===== src/ksag_pkg.sv =====
// ----------------------------------------------------------------------------
// ksag_pkg
// Shared constants, types and helper functions of the keyed scatter
// address generator.
// ----------------------------------------------------------------------------
package ksag_pkg;

   // key pairs and dimensions
   localparam int KeyWords = 4;
   localparam int PairCount = 6;
   localparam int DimMax = 16384;

   // n div 6 as (n * recip) >> shift, exact for any 32-bit n
   localparam logic [31:0] Div6Recip = 32'hAAAA_AAAB;
   localparam int Div6Shift = 34;

   // remainder pipe: four quotient bits per stage over a 32-bit sum
   localparam int RemBitsPerStage = 4;
   localparam int RemStages = 32 / RemBitsPerStage;

   // register offsets (word index)
   typedef enum logic [2:0] {
      REG_KEY0   = 3'd0,
      REG_KEY1   = 3'd1,
      REG_KEY2   = 3'd2,
      REG_KEY3   = 3'd3,
      REG_ROWS   = 3'd4,
      REG_COLS   = 3'd5,
      REG_STRIDE = 3'd6
   } csr_index_type;

   // configuration as seen by the datapath
   typedef struct packed {
      logic [KeyWords-1:0][31:0] key;
      logic [14:0]               row_mod;
      logic [14:0]               col_mod;
      logic [15:0]               stride;
   } cfg_type;

   // first key word of pair k
   function automatic logic [1:0] pair_first(input logic [2:0] k);
      logic [1:0] w;
      case (k)
         3'd0, 3'd1, 3'd2: w = 2'd0;
         3'd3, 3'd4:       w = 2'd1;
         3'd5:             w = 2'd2;
         default:          w = 2'd0;
      endcase
      return w;
   endfunction

   // second key word of pair k
   function automatic logic [1:0] pair_second(input logic [2:0] k);
      logic [1:0] w;
      case (k)
         3'd0:             w = 2'd1;
         3'd1, 3'd3:       w = 2'd2;
         3'd2, 3'd4, 3'd5: w = 2'd3;
         default:          w = 2'd1;
      endcase
      return w;
   endfunction

   // zero held at 1, large values held at the maximum dimension
   function automatic logic [14:0] held_mod(input logic [14:0] v);
      logic [14:0] m;
      if (v == 15'd0) begin
         m = 15'd1;
      end else if (v > 15'(DimMax)) begin
         m = 15'(DimMax);
      end else begin
         m = v;
      end
      return m;
   endfunction

   // restoring remainder over a few quotient bits, msb first
   function automatic logic [13:0] rem_steps(input logic [13:0] r_in,
                                             input logic [RemBitsPerStage-1:0] bits,
                                             input logic [14:0] m);
      logic [14:0] t;
      logic [13:0] r;
      r = r_in;
      for (int i = RemBitsPerStage - 1; i >= 0; i--) begin
         t = {r, bits[i]};
         if (t >= m) begin
            t = t - m;
         end
         r = t[13:0];
      end
      return r;
   endfunction

endpackage


===== src/ksag_rem_pipe.sv =====
// ----------------------------------------------------------------------------
// ksag_rem_pipe
// Pipelined restoring remainder for row and column lanes, a few quotient
// bits per stage, msb first.
// ----------------------------------------------------------------------------
module ksag_rem_pipe (
   input  logic        clock,
   input  logic        reset,
   input  logic        en,
   input  logic        in_valid,
   input  logic [31:0] row_sum,
   input  logic [31:0] col_sum,
   input  logic [14:0] row_mod,
   input  logic [14:0] col_mod,
   output logic        out_valid,
   output logic [13:0] row_rem,
   output logic [13:0] col_rem
);
   import ksag_pkg::*;

   logic [RemStages-1:0] vld_ff;
   logic [31:0]          rs_ff [RemStages];
   logic [31:0]          cs_ff [RemStages];
   logic [13:0]          rr_ff [RemStages];
   logic [13:0]          cr_ff [RemStages];
   logic [31:0]          rs_in [RemStages];
   logic [31:0]          cs_in [RemStages];
   logic [13:0]          rr_in [RemStages];
   logic [13:0]          cr_in [RemStages];

   // one group of quotient bits per stage
   always_comb begin
      logic [31:0] rs_src;
      logic [31:0] cs_src;
      logic [13:0] rr_src;
      logic [13:0] cr_src;
      for (int s = 0; s < RemStages; s++) begin
         if (s == 0) begin
            rs_src = row_sum;
            cs_src = col_sum;
            rr_src = '0;
            cr_src = '0;
         end else begin
            rs_src = rs_ff[s-1];
            cs_src = cs_ff[s-1];
            rr_src = rr_ff[s-1];
            cr_src = cr_ff[s-1];
         end
         rr_in[s] = rem_steps(rr_src, rs_src[31 -: RemBitsPerStage], row_mod);
         cr_in[s] = rem_steps(cr_src, cs_src[31 -: RemBitsPerStage], col_mod);
         rs_in[s] = rs_src << RemBitsPerStage;
         cs_in[s] = cs_src << RemBitsPerStage;
      end
   end

   // valid bits
   always_ff @(posedge clock) begin
      if (reset) begin
         vld_ff <= '0;
      end else if (en) begin
         vld_ff <= {vld_ff[RemStages-2:0], in_valid};
      end
   end

   // stage payload
   always_ff @(posedge clock) begin
      if (en) begin
         for (int s = 0; s < RemStages; s++) begin
            rs_ff[s] <= rs_in[s];
            cs_ff[s] <= cs_in[s];
            rr_ff[s] <= rr_in[s];
            cr_ff[s] <= cr_in[s];
         end
      end
   end

   assign out_valid = vld_ff[RemStages-1];
   assign row_rem = rr_ff[RemStages-1];
   assign col_rem = cr_ff[RemStages-1];

endmodule


===== config.mk =====
export PLATFORM = sky130hd
export DESIGN_NAME = ksag_rem_pipe
export DESIGN_NICKNAME = d
export VERILOG_FILES = /design/src/ksag_pkg.sv /design/src/ksag_rem_pipe.sv
export SDC_FILE = /design/constraint.sdc
export NUM_CORES = 2
export LEC_CHECK = 0
export BUFFER_PORTS_ARGS = -buffer_cell sky130_fd_sc_hd__buf_2
export CORE_MARGIN = 2
export CORE_UTILIZATION = 62
export DETAILED_ROUTE_END_ITERATION = 6
export HOLD_SLACK_MARGIN = 0.15
export MAX_ROUTING_LAYER = met4
export PLACE_DENSITY = 0.79
export SLEW_MARGIN = 20
export SYNTH_ARGS = -nofsm -noshare
export SYNTH_HDL_FRONTEND = slang
export SYNTH_SLANG_ARGS = --single-unit

===== constraint.sdc =====
create_clock -name clock -period 25.8 [get_ports clock]
set_input_delay 1.29 -clock clock [delete_from_list [all_inputs] [get_ports clock]]
set_output_delay 1.29 -clock clock [all_outputs]
set_load 0.005 [all_outputs]

==> impl_metrics.json <==
{
  "antenna_found_initial": 2,
  "slew_headroom": 0.253,
  "start_kind": "input port",
  "dieWidth_microns": 325,
  "clkSinkCount": 456,
  "cp_max_fo": 32,
  "synth_top_area_cell": "edfxtp_1",
  "slew_violations": 0,
  "synth_area_per_cell_sq_um": 8.96,
  "synth_nets": 8237,
  "rsz0062_at_grt": "false",
  "die_area_sq_um": 106000,
  "period_needed_ns": 12.05,
  "fmax_mhz": 83.0,
  "met2_length_microns": 81600,
  "ff_latch_area_sq_um": 13600,
  "die_height_microns": 325,
  "hold_buffers": 0,
  "vias": 55600,
  "initialDrtViolationCount": 4254,
  "ys_types": 114,
  "fill_cells": 8308,
  "start_util": 0.628,
  "core_area_sq_um": 102000,
  "clock_skew_ns": 0.0345,
  "drive_gt1_frac": 0.139,
  "drv_cap": 0,
  "yosysTopAreaCellShare": 0.210,
  "grt_max_degree": 110,
  "critical_path_required_ns": 26.24,
  "ios": 127,
  "rows": 117,
  "cts_buffer_depth": 3,
  "cts_setup_buffers": 0,
  "wl_met1_microns": 71900,
  "yosys_warnings": 0,
  "worst_slew_pin_slew_ns": 1.12,
  "clk_pin_slew_ns": 0.06,
  "wl_microns": 171000,
  "cpMaxStageDelayCell": "a21oi_1",
  "period_share": 0.467,
  "synthToLayoutAreaGrowth_pct": 6.36,
  "cts_tree": "done",
  "via_per_inst": 6.42,
  "htree_levels": 2,
  "cts_resized": 0,
  "critPathKind": "in2reg",
  "port_buffers": 126,
  "netlist_instances": 7143,
  "grt_pass1_wl_microns": 273000,
  "tns_ns": 0,
  "grt_pass1_vias": 53900,
  "cts_buffers": 55,
  "finalSetupViolCount": 0,
  "hold_violations": 0,
  "post-route-drc-count": 2,
  "wl_per_cell_microns": 19.7,
  "cp_common_cell": "ha_1",
  "seq_area_frac_synth": 0.213,
  "first_pass_iters": 7,
  "grt-ovfl-total": 0,
  "synth-seq-cells": 456,
  "clk_latency_ns": 0.69,
  "synthArstFlopShare": 0,
  "synth_edf_count": 448,
  "cp-end-kind": "register",
  "violations": "DRC",
  "grt.total_usage": 0.321,
  "outcome": "finished with violations",
  "ys.flop_type": "edfxtp_1",
  "multiInputGateArea_sq_um": 48300,
  "hp-class": "reg2reg",
  "gp_congestion": 0.980,
  "syn_area_sq_um": 64000,
  "nets": 8352,
  "route.met3.wl_microns": 9120,
  "place.detailed.hpwl_microns": 128000,
  "root_buffer": "clkbuf_16",
  "cpPeakStageDelay_ns": 0.89,
  "antenna_left": 0,
  "arrival_ns": 12.49,
  "top_layer_used": "met4",
  "rrSetupSlack_ns": 14.61,
  "synth_area_leaders": "edfxtp_1 (21%), ha_1 (18%), mux2_2 (9.6%)"
}
==> per-layer routing <==
metal,vias to the layer above,GRT usage
met5,-,-
met4,0,0.137
met3,494,0.0317
met2,1782,0.544
met1,26200,0.388
li1,27200,-
==> metrics by stage <==
step                setup slack, ns  cell area, sq um   util  hold WS, ns  instances
global route                  12.88             68100  0.667        0.414       8673
floorplan                     14.33             64000      -        0.400       7143
global placement              13.58             66200  0.648        0.401       8569
detailed placement            13.25             66200  0.648        0.405       8569
CTS                           13.97             68100  0.667        0.405       8671
finish                        13.75             68100  0.667        0.401       8673
==> cell families after synthesis <==
logic type                 after synthesis  synth area share
AOI/OAI and AO/OA                     2006             0.207
and+or+nand+nor                       1888             0.143
adders and majority gates              996             0.202
muxes                                  651             0.114
xor gates and xnor gates               643            0.0880
buffers and inverters                  503            0.0335
DFF                                    456             0.213
==> path summary, 6_finish.rpt <==
check	from	to	depth (start not counted)
min	cs_ff[3][12]	cs_ff[4][16]	0
min reg2reg	cs_ff[3][12]	cs_ff[4][16]	0
max	row_mod[1]	rr_ff[0][41]	36
max reg2reg	rr_ff[0][17]	rr_ff[0][41]	33
==> Yosys cell counts (all sizes together) (17+ instances only) <==
master  instances
ha            934
a21oi         580
nor2          570
mux2          568
edfxtp        448
xnor2         433
o21ai         410
nand2         390
inv           360
a21o          230
xor2          210
nor3          178
o21a          148
nand3         142
nor2b         137
nand4         119
buf            84
a31oi          83
mux2i          83
nand2b         83
a211oi         77
o21bai         70
fa             62
clkbuf         59
nor4           51
o31ai          46
or3            45
o211ai         44
o31a           41
and3           38
or2            38
and2           34
o41ai          27
a21boi         26
a31o           21
a211o          19
o22ai          19
and4           17
nand3b         17
==> critical path, delay by kind of cell <==
kind | cells | cell delay [ns]
buf+inv | 4 | 1.00
compound gates | 19 | 6.58
mux | 2 | 0.88
fa+ha+maj | 4 | 1.40
simple gates | 7 | 1.31
==> registers in the layout, indices dropped and copies added (netlist names) <==
| signal | cells |
|---|---|
| cs_ff | 112 |
| cr_ff | 112 |
| vld_ff | 8 |
| rs_ff | 112 |
| rr_ff | 112 |
==> area by class of cell <==
class                      count  share of cell area
multi-input combinational   6184               0.709
sequential                   456               0.200
tap                         1368              0.0251
clock buffer                  59              0.0204
inverter                     360              0.0199
timing repair buffer         201              0.0177
clock inverter                43             0.00785
antenna                        2           0.0000735
==> layout by cell type, fill, tap and decap left out, types with 119 or more instances in the layout <==
cell,count
nand2_1,390
nand3_1,141
nand4_1,119
a21o_1,230
inv_1,331
mux2_2,545
xor2_1,210
xnor2_1,433
nor2b_1,137
a21oi_1,573
buf_2,125
o21a_1,148
nor2_1,567
nor3_1,176
ha_1,934
edfxtp_1,448
o21ai_0,385
Power is not shown: default switching activity piles up to over one toggle a cycle in this logic, so the estimate is an artifact.
