## src/ksag_pkg.sv

```systemverilog
// ----------------------------------------------------------------------------
// ksag_pkg
// Shared constants, types and helper functions of the keyed scatter
// address generator.
// ----------------------------------------------------------------------------
package ksag_pkg;

   // key pairs and dimensions
   localparam int KeyWords = 4;
   localparam int PairCount = 6;
   localparam int DimMax = 16384;

   // n div 6 as (n * recip) >> shift, exact for any 32-bit n
   localparam logic [31:0] Div6Recip = 32'hAAAA_AAAB;
   localparam int Div6Shift = 34;

   // remainder pipe: four quotient bits per stage over a 32-bit sum
   localparam int RemBitsPerStage = 4;
   localparam int RemStages = 32 / RemBitsPerStage;

   // register offsets (word index)
   typedef enum logic [2:0] {
      REG_KEY0   = 3'd0,
      REG_KEY1   = 3'd1,
      REG_KEY2   = 3'd2,
      REG_KEY3   = 3'd3,
      REG_ROWS   = 3'd4,
      REG_COLS   = 3'd5,
      REG_STRIDE = 3'd6
   } csr_index_type;

   // configuration as seen by the datapath
   typedef struct packed {
      logic [KeyWords-1:0][31:0] key;
      logic [14:0]               row_mod;
      logic [14:0]               col_mod;
      logic [15:0]               stride;
   } cfg_type;

   // first key word of pair k
   function automatic logic [1:0] pair_first(input logic [2:0] k);
      logic [1:0] w;
      case (k)
         3'd0, 3'd1, 3'd2: w = 2'd0;
         3'd3, 3'd4:       w = 2'd1;
         3'd5:             w = 2'd2;
         default:          w = 2'd0;
      endcase
      return w;
   endfunction

   // second key word of pair k
   function automatic logic [1:0] pair_second(input logic [2:0] k);
      logic [1:0] w;
      case (k)
         3'd0:             w = 2'd1;
         3'd1, 3'd3:       w = 2'd2;
         3'd2, 3'd4, 3'd5: w = 2'd3;
         default:          w = 2'd1;
      endcase
      return w;
   endfunction

   // zero held at 1, large values held at the maximum dimension
   function automatic logic [14:0] held_mod(input logic [14:0] v);
      logic [14:0] m;
      if (v == 15'd0) begin
         m = 15'd1;
      end else if (v > 15'(DimMax)) begin
         m = 15'(DimMax);
      end else begin
         m = v;
      end
      return m;
   endfunction

   // restoring remainder over a few quotient bits, msb first
   function automatic logic [13:0] rem_steps(input logic [13:0] r_in,
                                             input logic [RemBitsPerStage-1:0] bits,
                                             input logic [14:0] m);
      logic [14:0] t;
      logic [13:0] r;
      r = r_in;
      for (int i = RemBitsPerStage - 1; i >= 0; i--) begin
         t = {r, bits[i]};
         if (t >= m) begin
            t = t - m;
         end
         r = t[13:0];
      end
      return r;
   endfunction

endpackage

```

## src/ksag_csr.sv

```systemverilog
// ----------------------------------------------------------------------------
// ksag_csr
// APB-style register file: key words, image dimensions and row stride.
// ----------------------------------------------------------------------------
module ksag_csr (
   input  logic              clock,
   input  logic              reset,
   input  logic              csr_psel,
   input  logic              csr_penable,
   input  logic              csr_pwrite,
   input  logic [4:0]        csr_paddr,
   input  logic [31:0]       csr_pwdata,
   output logic [31:0]       csr_prdata,
   output logic              csr_pready,
   output ksag_pkg::cfg_type cfg
);
   import ksag_pkg::*;

   logic [KeyWords-1:0][31:0] key_ff;
   logic [14:0]               rows_ff;
   logic [14:0]               cols_ff;
   logic [15:0]               stride_ff;
   logic                      wr_en;
   csr_index_type             idx;

   assign csr_pready = 1'b1;
   assign wr_en = csr_psel & csr_penable & csr_pwrite;
   assign idx = csr_index_type'(csr_paddr[4:2]);

   // register writes
   always_ff @(posedge clock) begin
      if (reset) begin
         key_ff    <= '0;
         rows_ff   <= 15'd1;
         cols_ff   <= 15'd1;
         stride_ff <= 16'd1;
      end else if (wr_en) begin
         case (idx)
            REG_KEY0:   key_ff[0] <= csr_pwdata;
            REG_KEY1:   key_ff[1] <= csr_pwdata;
            REG_KEY2:   key_ff[2] <= csr_pwdata;
            REG_KEY3:   key_ff[3] <= csr_pwdata;
            REG_ROWS:   rows_ff   <= csr_pwdata[14:0];
            REG_COLS:   cols_ff   <= csr_pwdata[14:0];
            REG_STRIDE: stride_ff <= csr_pwdata[15:0];
            default: ;
         endcase
      end
   end

   // read back
   always_comb begin
      case (idx)
         REG_KEY0:   csr_prdata = key_ff[0];
         REG_KEY1:   csr_prdata = key_ff[1];
         REG_KEY2:   csr_prdata = key_ff[2];
         REG_KEY3:   csr_prdata = key_ff[3];
         REG_ROWS:   csr_prdata = {17'd0, rows_ff};
         REG_COLS:   csr_prdata = {17'd0, cols_ff};
         REG_STRIDE: csr_prdata = {16'd0, stride_ff};
         default:    csr_prdata = 32'd0;
      endcase
   end

   // datapath view with held moduli
   always_comb begin
      cfg.key     = key_ff;
      cfg.row_mod = held_mod(rows_ff);
      cfg.col_mod = held_mod(cols_ff);
      cfg.stride  = stride_ff;
   end

endmodule

```

## config.mk

```make
export PLATFORM = sky130hd
export DESIGN_NAME = ksag_csr
export DESIGN_NICKNAME = d
export VERILOG_FILES = /design/src/ksag_pkg.sv /design/src/ksag_csr.sv
export SDC_FILE = /design/constraint.sdc
export NUM_CORES = 1
export LEC_CHECK = 0
export ABC_AREA = 1
export BUFFER_PORTS_ARGS = -buffer_cell sky130_fd_sc_hd__buf_2
export CELL_PAD_IN_SITES_DETAIL_PLACEMENT = 0
export CELL_PAD_IN_SITES_GLOBAL_PLACEMENT = 1
export CORE_MARGIN = 1
export CORE_UTILIZATION = 35
export CTS_CLUSTER_DIAMETER = 80
export CTS_CLUSTER_SIZE = 40
export DETAILED_ROUTE_END_ITERATION = 6
export HOLD_SLACK_MARGIN = 0.05
export PLACE_DENSITY = 0.84
export SETUP_SLACK_MARGIN = 0.05
export SLEW_MARGIN = 0
export SYNTH_ARGS = -nofsm -noshare
export SYNTH_HDL_FRONTEND = slang
export SYNTH_SLANG_ARGS = --single-unit
```

## constraint.sdc

```tcl
create_clock -name clock -period 1.32 [get_ports clock]
set_input_delay 0.066 -clock clock [delete_from_list [all_inputs] [get_ports clock]]
set_output_delay 0.066 -clock clock [all_outputs]
set_load 0.005 [all_outputs]
```

==> out/qor.txt <==
Ys Warns: 0
final slew viol count: 0
Core ar.: 0.02196 mm^2
mux cell area share after synthesis: 0
EDFF count, synth: 0
DR WL/cell: 18.31 um
number of global-route vias before repair: 8450
ys async rst share: 0
CTS root buffer: clkbuf_16
first-pass GRT wire length: 50.20 mm
top_reg_cell synth: dfxtp_1
hold depth: 5
post-layout util: 0.5314
syn nets: 1224
DR iter-0 viols: 800
Synth Area in Compound Gates: 0.1464
Vias: 9396
dpl ws: -0.02233 ns
GRT Overall Usage: 0.2791
largest cells by area after synthesis: dfxtp_1 (44%), nor2_1 (15%), o21ai_0 (7.8%), nand2_1 (7.0%), nor3_1 (6.1%)
Worst Hold Endpoint: cfg[87]
Avg Inst Size Synth: 6.668 um^2
Post-Synthesis Cells: 1182
period utilization: 1.252
TritonCTS clock tree: built
Max-cap violations: 0
IO buf count: 245
initial antenna violation count: 0
Final HPWL DP: 22.76 mm
mapped cell area: 0.007881 mm^2
hold_sp: csr_penable
Initial Util: 0.3589
Num CTS Buffers: 17
grt ovf: 0
routability cong.: 0.9579
Die W: 152.1 um
status: finished with violations
min Tclk post-route: 1.652 ns
Clk Latency, worst-skew pair: 0.43 ns
DRT antenna net count: 0
critical-path maximum fanout: 10
clk buf depth: 2
area growth from synthesis to layout: 48.06%
FILL cells: 2123
pwr/cell area: 1013 mW/mm^2
H-tree depth: 4
die span in y: 152.1 um
post-synthesis xor/xnor area fraction: 0
clock sink count: 174
Vias/cell: 5.229
Routed WL: 32.90 mm
Final Hold Vio Count: 0
Finish-stage setup viols: 43
number of cell rows: 54
ant diodes: 0
fin worst setup slack: -0.3323 ns
unrepaired setup endpoints after global routing: true
die area: 0.02312 mm^2
Pwr Total: 0.01182 W
CTS clk-pin slew, worst paths: 0.07 ns
worst min path class: input pin to flip-flop
Setup Total Neg Slack: -9.897 ns
top cell type's share of synthesized area: 0.4420
I/O Pins: 249
Worst R2R Path Depth: 3
most frequent cell after synthesis: nor2_1
Critical Path RT: 1.25 ns
fmax: 605.2 MHz
largest area contributor in the netlist: dfxtp_1
CP arrival: 1.59 ns
Synth Register Bits: 174
sequential share of the synthesized area: 0.4420
Simple-Gate Fraction of Synth Area: 0.3277
Post-synth top cells: nor2_1 (309), dfxtp_1 (174), nand2_1 (147), o21ai_0 (123), nor3_1 (96)
maximum vdd drop: 0.0008428 V
layout cells sized above 1: 0.3619
Synth cell types: 22
largest family of logic cells by synthesized area: simple AND/OR/NAND/NOR gates
static leakage: 5.482 nW
crit end category: output pin
largest net degree at the start of global routing: 54
failing checks: DRC, setup timing
Min Hold Slack: 0.1567 ns
Worst R2R End: cfg[99]
TritonRoute pass-1 iters: 7
DRC Markers: 28
setup slack, reg-to-reg: 0.16 ns
area share of fa/ha/maj cells after synthesis: 0
Crit Path Category: flip-flop to output pin
Fin Clk Skew: 0 ns
Final nets: 1546
r2r startpoint: cfg[99]
startpoint types: flip-flop
## cells by family (layout without fill, tap and decap cells)
group,Yosys count,in the layout
other,1,1
DFF,174,174
buffers and inverters,161,496
AOI/OAI and AO/OA,230,230
and+or+nand+nor,616,616
## area by class of cell
cell class	count	area, um^2	share of cell area
repair buffers	391	2754	0.2360
inverters	73	309.0	0.02649
clock buffers	17	425.4	0.03646
flip-flops and latches	174	3546	0.3039
multi-input cells	847	4100	0.3514
well taps	280	350.3	0.03002
clock inverters	15	183.9	0.01576
## worst max path at each step
| stage | from | to | slack, ns | depth (start not counted) |
|---|---|---|---|---|
| 6_report | rows_ff[6] | cfg[41] | -0.33 | 7 |
| 5_1_grt | rows_ff[8] | cfg[41] | -0.42 | 7 |
| 4_1_cts | cols_ff[11] | cfg[26] | -0.34 | 7 |
| 3_5_place_dp | csr_paddr[2] | csr_prdata[11] | -0.02 | 9 |
| 3_3_place_gp | csr_paddr[3] | csr_prdata[5] | -0.02 | 8 |
| 2_1_floorplan | cols_ff[0] | cfg[20] | 0.11 | 5 |
## power by group
part           internal, W  switching, W  total [W]
clock network      0.00301       0.00232    0.00533
logic             0.000439      0.000672    0.00111
registers          0.00531     0.0000610    0.00537
## registers in the layout, indices dropped and copies added, names as in the netlist
name,count
cols_ff,15
rows_ff,15
cfg,128
stride_ff,16
## metal layers
| metal | up-vias | GRT usage | share of wire |
|---|---|---|---|
| li1 | 4497 | - | - |
| met1 | 4438 | 0.3834 | 0.44 |
| met2 | 398 | 0.4292 | 0.46 |
| met3 | 63 | 0.05334 | 0.069 |
| met4 | 0 | 0.1142 | 0.032 |
| met5 | - | 0 | 0 |
## worst max-delay path, stage by stage (launching register included)
cell and delay [ns]:
dfxtp_2 0.33, nor2_1 0.09, nand2_1 0.07, nor2_2 0.12, nand2_2 0.09, buf_6 0.16
a21oi_1 0.13, buf_2 0.14
## cell usage in the layout (no fill, tap or decap), types with 24 or more instances in the layout
cell,instances
o21ai_0,107
dfxtp_2,41
nand2_1,134
dfxtp_1,130
buf_4,68
nor2_1,284
o21ai_1,82
nand4_1,31
buf_2,244
nor3_1,95
nor2_2,24
dlygate4sd3_1,34
buf_6,25
inv_1,49
## through the flow
stage	cell area, um^2	std cells
finish	11670	1797
global route	11670	1797
CTS	11350	1784
detailed placement	9899	1698
global placement	9899	1698
floorplan	7881	1182
## what timing repair did
| action | CTS | global route |
|---|---|---|
| setup endpoints to repair | 44 | 62 |
| setup buffers | 19 | 14 |
| pin swaps | 56 | 28 |
| hold buffers | 34 | 0 |
| hold endpoints to repair | 135 | 0 |
| resized for setup | 142 | 70 |
| gates cloned | 1 | 1 |
No activity file was read; power rests on OpenSTA's default activity.
