`src/ksag_pkg.sv`:
```
// ----------------------------------------------------------------------------
// ksag_pkg
// Shared constants, types and helper functions of the keyed scatter
// address generator.
// ----------------------------------------------------------------------------
package ksag_pkg;

   // key pairs and dimensions
   localparam int KeyWords = 4;
   localparam int PairCount = 6;
   localparam int DimMax = 16384;

   // n div 6 as (n * recip) >> shift, exact for any 32-bit n
   localparam logic [31:0] Div6Recip = 32'hAAAA_AAAB;
   localparam int Div6Shift = 34;

   // remainder pipe: four quotient bits per stage over a 32-bit sum
   localparam int RemBitsPerStage = 4;
   localparam int RemStages = 32 / RemBitsPerStage;

   // register offsets (word index)
   typedef enum logic [2:0] {
      REG_KEY0   = 3'd0,
      REG_KEY1   = 3'd1,
      REG_KEY2   = 3'd2,
      REG_KEY3   = 3'd3,
      REG_ROWS   = 3'd4,
      REG_COLS   = 3'd5,
      REG_STRIDE = 3'd6
   } csr_index_type;

   // configuration as seen by the datapath
   typedef struct packed {
      logic [KeyWords-1:0][31:0] key;
      logic [14:0]               row_mod;
      logic [14:0]               col_mod;
      logic [15:0]               stride;
   } cfg_type;

   // first key word of pair k
   function automatic logic [1:0] pair_first(input logic [2:0] k);
      logic [1:0] w;
      case (k)
         3'd0, 3'd1, 3'd2: w = 2'd0;
         3'd3, 3'd4:       w = 2'd1;
         3'd5:             w = 2'd2;
         default:          w = 2'd0;
      endcase
      return w;
   endfunction

   // second key word of pair k
   function automatic logic [1:0] pair_second(input logic [2:0] k);
      logic [1:0] w;
      case (k)
         3'd0:             w = 2'd1;
         3'd1, 3'd3:       w = 2'd2;
         3'd2, 3'd4, 3'd5: w = 2'd3;
         default:          w = 2'd1;
      endcase
      return w;
   endfunction

   // zero held at 1, large values held at the maximum dimension
   function automatic logic [14:0] held_mod(input logic [14:0] v);
      logic [14:0] m;
      if (v == 15'd0) begin
         m = 15'd1;
      end else if (v > 15'(DimMax)) begin
         m = 15'(DimMax);
      end else begin
         m = v;
      end
      return m;
   endfunction

   // restoring remainder over a few quotient bits, msb first
   function automatic logic [13:0] rem_steps(input logic [13:0] r_in,
                                             input logic [RemBitsPerStage-1:0] bits,
                                             input logic [14:0] m);
      logic [14:0] t;
      logic [13:0] r;
      r = r_in;
      for (int i = RemBitsPerStage - 1; i >= 0; i--) begin
         t = {r, bits[i]};
         if (t >= m) begin
            t = t - m;
         end
         r = t[13:0];
      end
      return r;
   endfunction

endpackage

```
`src/ksag_front.sv`:
```
// ----------------------------------------------------------------------------
// ksag_front
// Front stages: index capture, divide by six, key pair select, products
// and wrapped sums for row and column.
// ----------------------------------------------------------------------------
module ksag_front (
   input  logic                    clock,
   input  logic                    reset,
   input  logic                    en,
   input  logic                    in_valid,
   input  logic [30:0]             byte_index,
   input  logic [3:0][31:0]        key,
   output logic                    out_valid,
   output logic [31:0]             row_sum,
   output logic [31:0]             col_sum
);
   import ksag_pkg::*;

   logic [4:0]  vld_ff;
   logic [30:0] n1_ff;
   logic [30:0] n2_ff;
   logic [28:0] q2_ff;
   logic [28:0] q3_ff;
   logic [31:0] a3_ff;
   logic [31:0] b3_ff;
   logic [31:0] a4_ff;
   logic [31:0] b4_ff;
   logic [31:0] qb4_ff;
   logic [31:0] qa4_ff;
   logic [31:0] rsum_ff;
   logic [31:0] csum_ff;

   logic [62:0] div_prod;
   logic [30:0] six_q;
   logic [2:0]  k;
   logic [31:0] q_ext;
   logic [31:0] qb_in;
   logic [31:0] qa_in;

   // valid bits, one per register stage
   always_ff @(posedge clock) begin
      if (reset) begin
         vld_ff <= '0;
      end else if (en) begin
         vld_ff <= {vld_ff[3:0], in_valid};
      end
   end

   // quotient by reciprocal, pair index from remainder
   assign div_prod = 63'(n1_ff) * 63'(Div6Recip);
   assign six_q = 31'({q2_ff, 2'b00}) + 31'({q2_ff, 1'b0});
   assign k = 3'(n2_ff - six_q);
   assign q_ext = {3'd0, q3_ff};
   assign qb_in = q_ext * b3_ff;
   assign qa_in = q_ext * a3_ff;

   // payload stages
   always_ff @(posedge clock) begin
      if (en) begin
         n1_ff   <= byte_index;
         n2_ff   <= n1_ff;
         q2_ff   <= div_prod[Div6Shift+28:Div6Shift];
         q3_ff   <= q2_ff;
         a3_ff   <= key[pair_first(k)];
         b3_ff   <= key[pair_second(k)];
         a4_ff   <= a3_ff;
         b4_ff   <= b3_ff;
         qb4_ff  <= qb_in;
         qa4_ff  <= qa_in;
         rsum_ff <= a4_ff + qb4_ff;
         csum_ff <= b4_ff + qa4_ff;
      end
   end

   assign out_valid = vld_ff[4];
   assign row_sum = rsum_ff;
   assign col_sum = csum_ff;

endmodule

```
`config.mk`:
```
export PLATFORM = sky130hd
export DESIGN_NAME = ksag_front
export DESIGN_NICKNAME = d
export VERILOG_FILES = /design/src/ksag_pkg.sv /design/src/ksag_front.sv
export SDC_FILE = /design/constraint.sdc
export NUM_CORES = 2
export LEC_CHECK = 0
export BUFFER_PORTS_ARGS = -buffer_cell sky130_fd_sc_hd__buf_2
export CAP_MARGIN = 20
export CORE_ASPECT_RATIO = 0.7
export CORE_MARGIN = 5
export CORE_UTILIZATION = 27
export DETAILED_ROUTE_END_ITERATION = 7
export MAX_ROUTING_LAYER = met4
export PLACE_DENSITY_LB_ADDON = 0.08
export RECOVER_POWER = 100
export SETUP_SLACK_MARGIN = 0.05
export SLEW_MARGIN = 30
export SYNTH_ARGS = -nofsm -noshare
export SYNTH_HDL_FRONTEND = slang
export SYNTH_SLANG_ARGS = --single-unit
```
`constraint.sdc`:
```
create_clock -name clock -period 8.78 [get_ports clock]
set_clock_uncertainty 0.1 [all_clocks]
set_input_delay 0 -clock clock [delete_from_list [all_inputs] [get_ports clock]]
set_output_delay 0 -clock clock [all_outputs]
set_load 0.03 [all_outputs]
```
==> summary.md <==
| Metric | Value |
|---|---|
| Global-route wire length before repair | `309000 µm` |
| Antenna violations before repair | `46` |
| Reg-to-reg setup timing slack | `0.42 ns` |
| HP Class | `in2reg` |
| Syn Inst Count | `5647` |
| CTS root buffer | `clkbuf_16` |
| Post-synthesis simple-gate area fraction | `0.122` |
| Fin. max-slew vios | `535` |
| Top cells by area, synth | `fa_1, edfxtp_1, ha_1` |
| CTS Buf Count | `51` |
| Synth Net Count | `7442` |
| Post-synthesis sequential area ratio | `0.184` |
| Run status | `finished, violations left` |
| Tightest Pin Transition | `5.07 ns` |
| Largest family of logic cells by synthesized area | `adder cells` |
| Crit path DAT | `8.71 ns` |
| Critical path peak fanout | `5` |
| Final net count | `7898` |
| Most frequent cells in the layout | `inv_1, fa_1, nand2_1` |
| RSZ-0062 raised after global routing | `yes` |
| # fillers | `21986` |
| WL per Instance | `23.4 µm` |
| # Max-Cap Violations | `10` |
| GR Overflow Total | `0` |
| Sink Count | `353` |
| F_max | `120 MHz` |
| EDFF count, synth | `348` |
| Initial core utilization | `0.271` |
| Reg2reg path depth | `22` |
| Distinct cells, synth | `71` |
| Area of the multi-input gates | `41500 µm²` |
| Post-synthesis mux area share | `0.0120` |
| Most common cell after layout, fill and taps aside | `inv_1` |
| Die ar. | `222000 µm²` |
| Period utilisation layout | `0.952` |
| Chip height | `396 µm` |
| IO Pins | `228` |
| Clk buf depth | `3` |
| HPWL Detailed | `172000 µm` |
| Critical Path Source Type | `register` |
| Htree depth | `2` |
| Vias per cell | `4.48` |
| CTS tree | `yes` |
| WS Path Type | `reg2reg` |
| Via count | `40108` |
| Hold Path Cell Cnt | `4` |
| Primary FF master, synth | `edfxtp_1` |
| Routed WL | `209000 µm` |
| Gr usage total | `0.197` |
| Core area | `211000 µm²` |
| Share of layout cells above drive strength 1 | `0.0643` |
| Layout area overhead | `15.6%` |
| Final hold violations | `0` |
| Vias in the first global route | `44162` |
| Final RePlAce weighted congestion | `0.869` |
| Die width | `561 µm` |
| Clk Latency, worst-skew pair | `0.71 ns` |
| TNS Setup | `0 ns` |
| Tmin final | `8.36 ns` |
| Iter 0 DRT Violations | `2562` |
| Compound-Gate Fraction of Synth Area | `0.0567` |
| Synth Area in XOR/XNOR | `0.0402` |
| Post-DRT Antenna Nets | `0` |
| Site Rows | `141` |
| Synth warnings | `0` |
| Residual DRC | `0` |
| RR Endpoint | `q2_ff[27]` |
| Post-synth top area share | `0.364` |
| Largest net degree at the start of global routing | `137` |
| Final setup fails | `0` |
| Failing checks | `max-capacitance violations, max-slew violations` |
| Worst-path clk slew | `0.06 ns` |
| Post-Syn Area per Cell | `10.2 µm²` |
| Port-buffer cells | `227` |
| Hold Path Sink | `b3_ff[0]` |
| Cell area after synthesis | `57300 µm²` |
| Dominant cell type by area after synthesis | `fa_1` |
| FF/Latch Area | `10600 µm²` |
| Hold Startpoint | `key[96]` |
| Critical path data required time | `9.13 ns` |
| Synth Area in Adders | `0.492` |
| DR pass1 iterations | `5` |
| FF-to-FF Start | `n1_ff[9]` |
| Crit. End Element | `register` |
| Rel. slew slack | `-2.38` |
| Asr flop ratio synth | `0` |
| FF+latch count, synth | `353` |
logic make-up after synthesis:
family / count (synthesis)
multiplexers: 69
AO/OA/AOI/OAI: 501
AND/OR/NAND/NOR: 1420
flip-flops: 353
buffers and inverters: 1409
XOR/XNOR: 263
adder cells (fa/ha/maj): 1632
metal layers:
metal  track usage  wire length (µm)
met1         0.296            108000
met2         0.277             85400
met3        0.0359             12800
met4        0.0317              3590
met5             -                 0
stage by stage:
| stage | hold WS, ns | util | instance area [µm²] | setup WS [ns] | instances |
|---|---|---|---|---|---|
| after global placement | 0.0774 | 0.297 | 62800 | 0.364 | 8623 |
| after detailed placement | 0.0781 | 0.298 | 62900 | 0.424 | 8630 |
| after CTS | 0.0206 | 0.315 | 66600 | 0.377 | 8927 |
| after global routing | 0.0748 | 0.314 | 66300 | 0.0178 | 8939 |
| after floorplan | -0.0276 | - | 57300 | 1.27 | 5647 |
| final | 0.0790 | 0.314 | 66300 | 0.423 | 8945 |
timing repair:
action | 4_1_cts | 5_1_grt
hold buffers | 206 | 0
hold endpoints to repair | 164 | 0
resized for setup | 0 | 1
setup endpoints to repair | 0 | 4
setup buffers | 0 | 1
worst max path at each step:
stage	from	end	slack [ns]
final	n1_ff[9]	q2_ff[27]	0.42
after global routing	b3_ff[2]	qb4_ff[28]	0.02
after CTS	q3_ff[4]	qb4_ff[31]	0.38
after detailed placement	n1_ff[9]	q2_ff[27]	0.42
after global placement	b3_ff[8]	qb4_ff[31]	0.36
after floorplan	n1_ff[9]	q2_ff[27]	1.27
state kept, by name (all words and copies together) (netlist names):
name / count
n1_ff: 31
b3_ff: 32
q2_ff: 29
q3_ff: 29
col_sum: 32
n2_ff: 3
b4_ff: 32
a3_ff: 32
vld_ff: 5
a4_ff: 32
row_sum: 32
qa4_ff: 32
qb4_ff: 32
cell type report:
type,instances,share of cell area
Inverter,1185,0.0671
Antenna cell,16,0.000604
Clock buffer,57,0.0199
Tap cell,2788,0.0526
Timing Repair Buffer,627,0.0693
Sequential cell,353,0.159
Clock inverter,34,0.00540
Multi-Input combinational cell,3885,0.626
Yosys cell counts (21+ instances only):
| master | instances |
|---|---|
| inv_1 | 1185 |
| fa_1 | 1041 |
| nand2_1 | 612 |
| ha_1 | 591 |
| and2_1 | 529 |
| edfxtp_1 | 348 |
| clkbuf_1 | 221 |
| xnor2_1 | 196 |
| a21oi_1 | 165 |
| nor2_1 | 121 |
| o21ai_0 | 88 |
| a21o_1 | 74 |
| mux2i_1 | 69 |
| xor2_1 | 67 |
| nor3_1 | 36 |
| o21a_1 | 34 |
| nand3_1 | 25 |
| o21bai_1 | 23 |
| nand4_1 | 21 |
worst max-delay path, cell delays in order (launching register included):
cell      delay [ns]
edfxtp_1        0.47
ha_1            0.38
inv_1           0.07
fa_1            0.62
inv_1           0.18
fa_1            0.73
buf_4           0.25
fa_1            0.49
fa_1            0.58
fa_1            0.43
fa_1            0.49
fa_1            0.42
ha_1            0.38
a211oi_2        0.28
o211ai_1        0.15
a21oi_1         0.34
and4bb_4        0.28
o311ai_4        0.32
a21boi_1        0.16
o41a_1          0.41
a211o_1         0.32
a21oi_1         0.19
xnor2_1         0.09
Power is not shown: default switching activity piles up to over one toggle a cycle in this logic, so the estimate is an artifact.
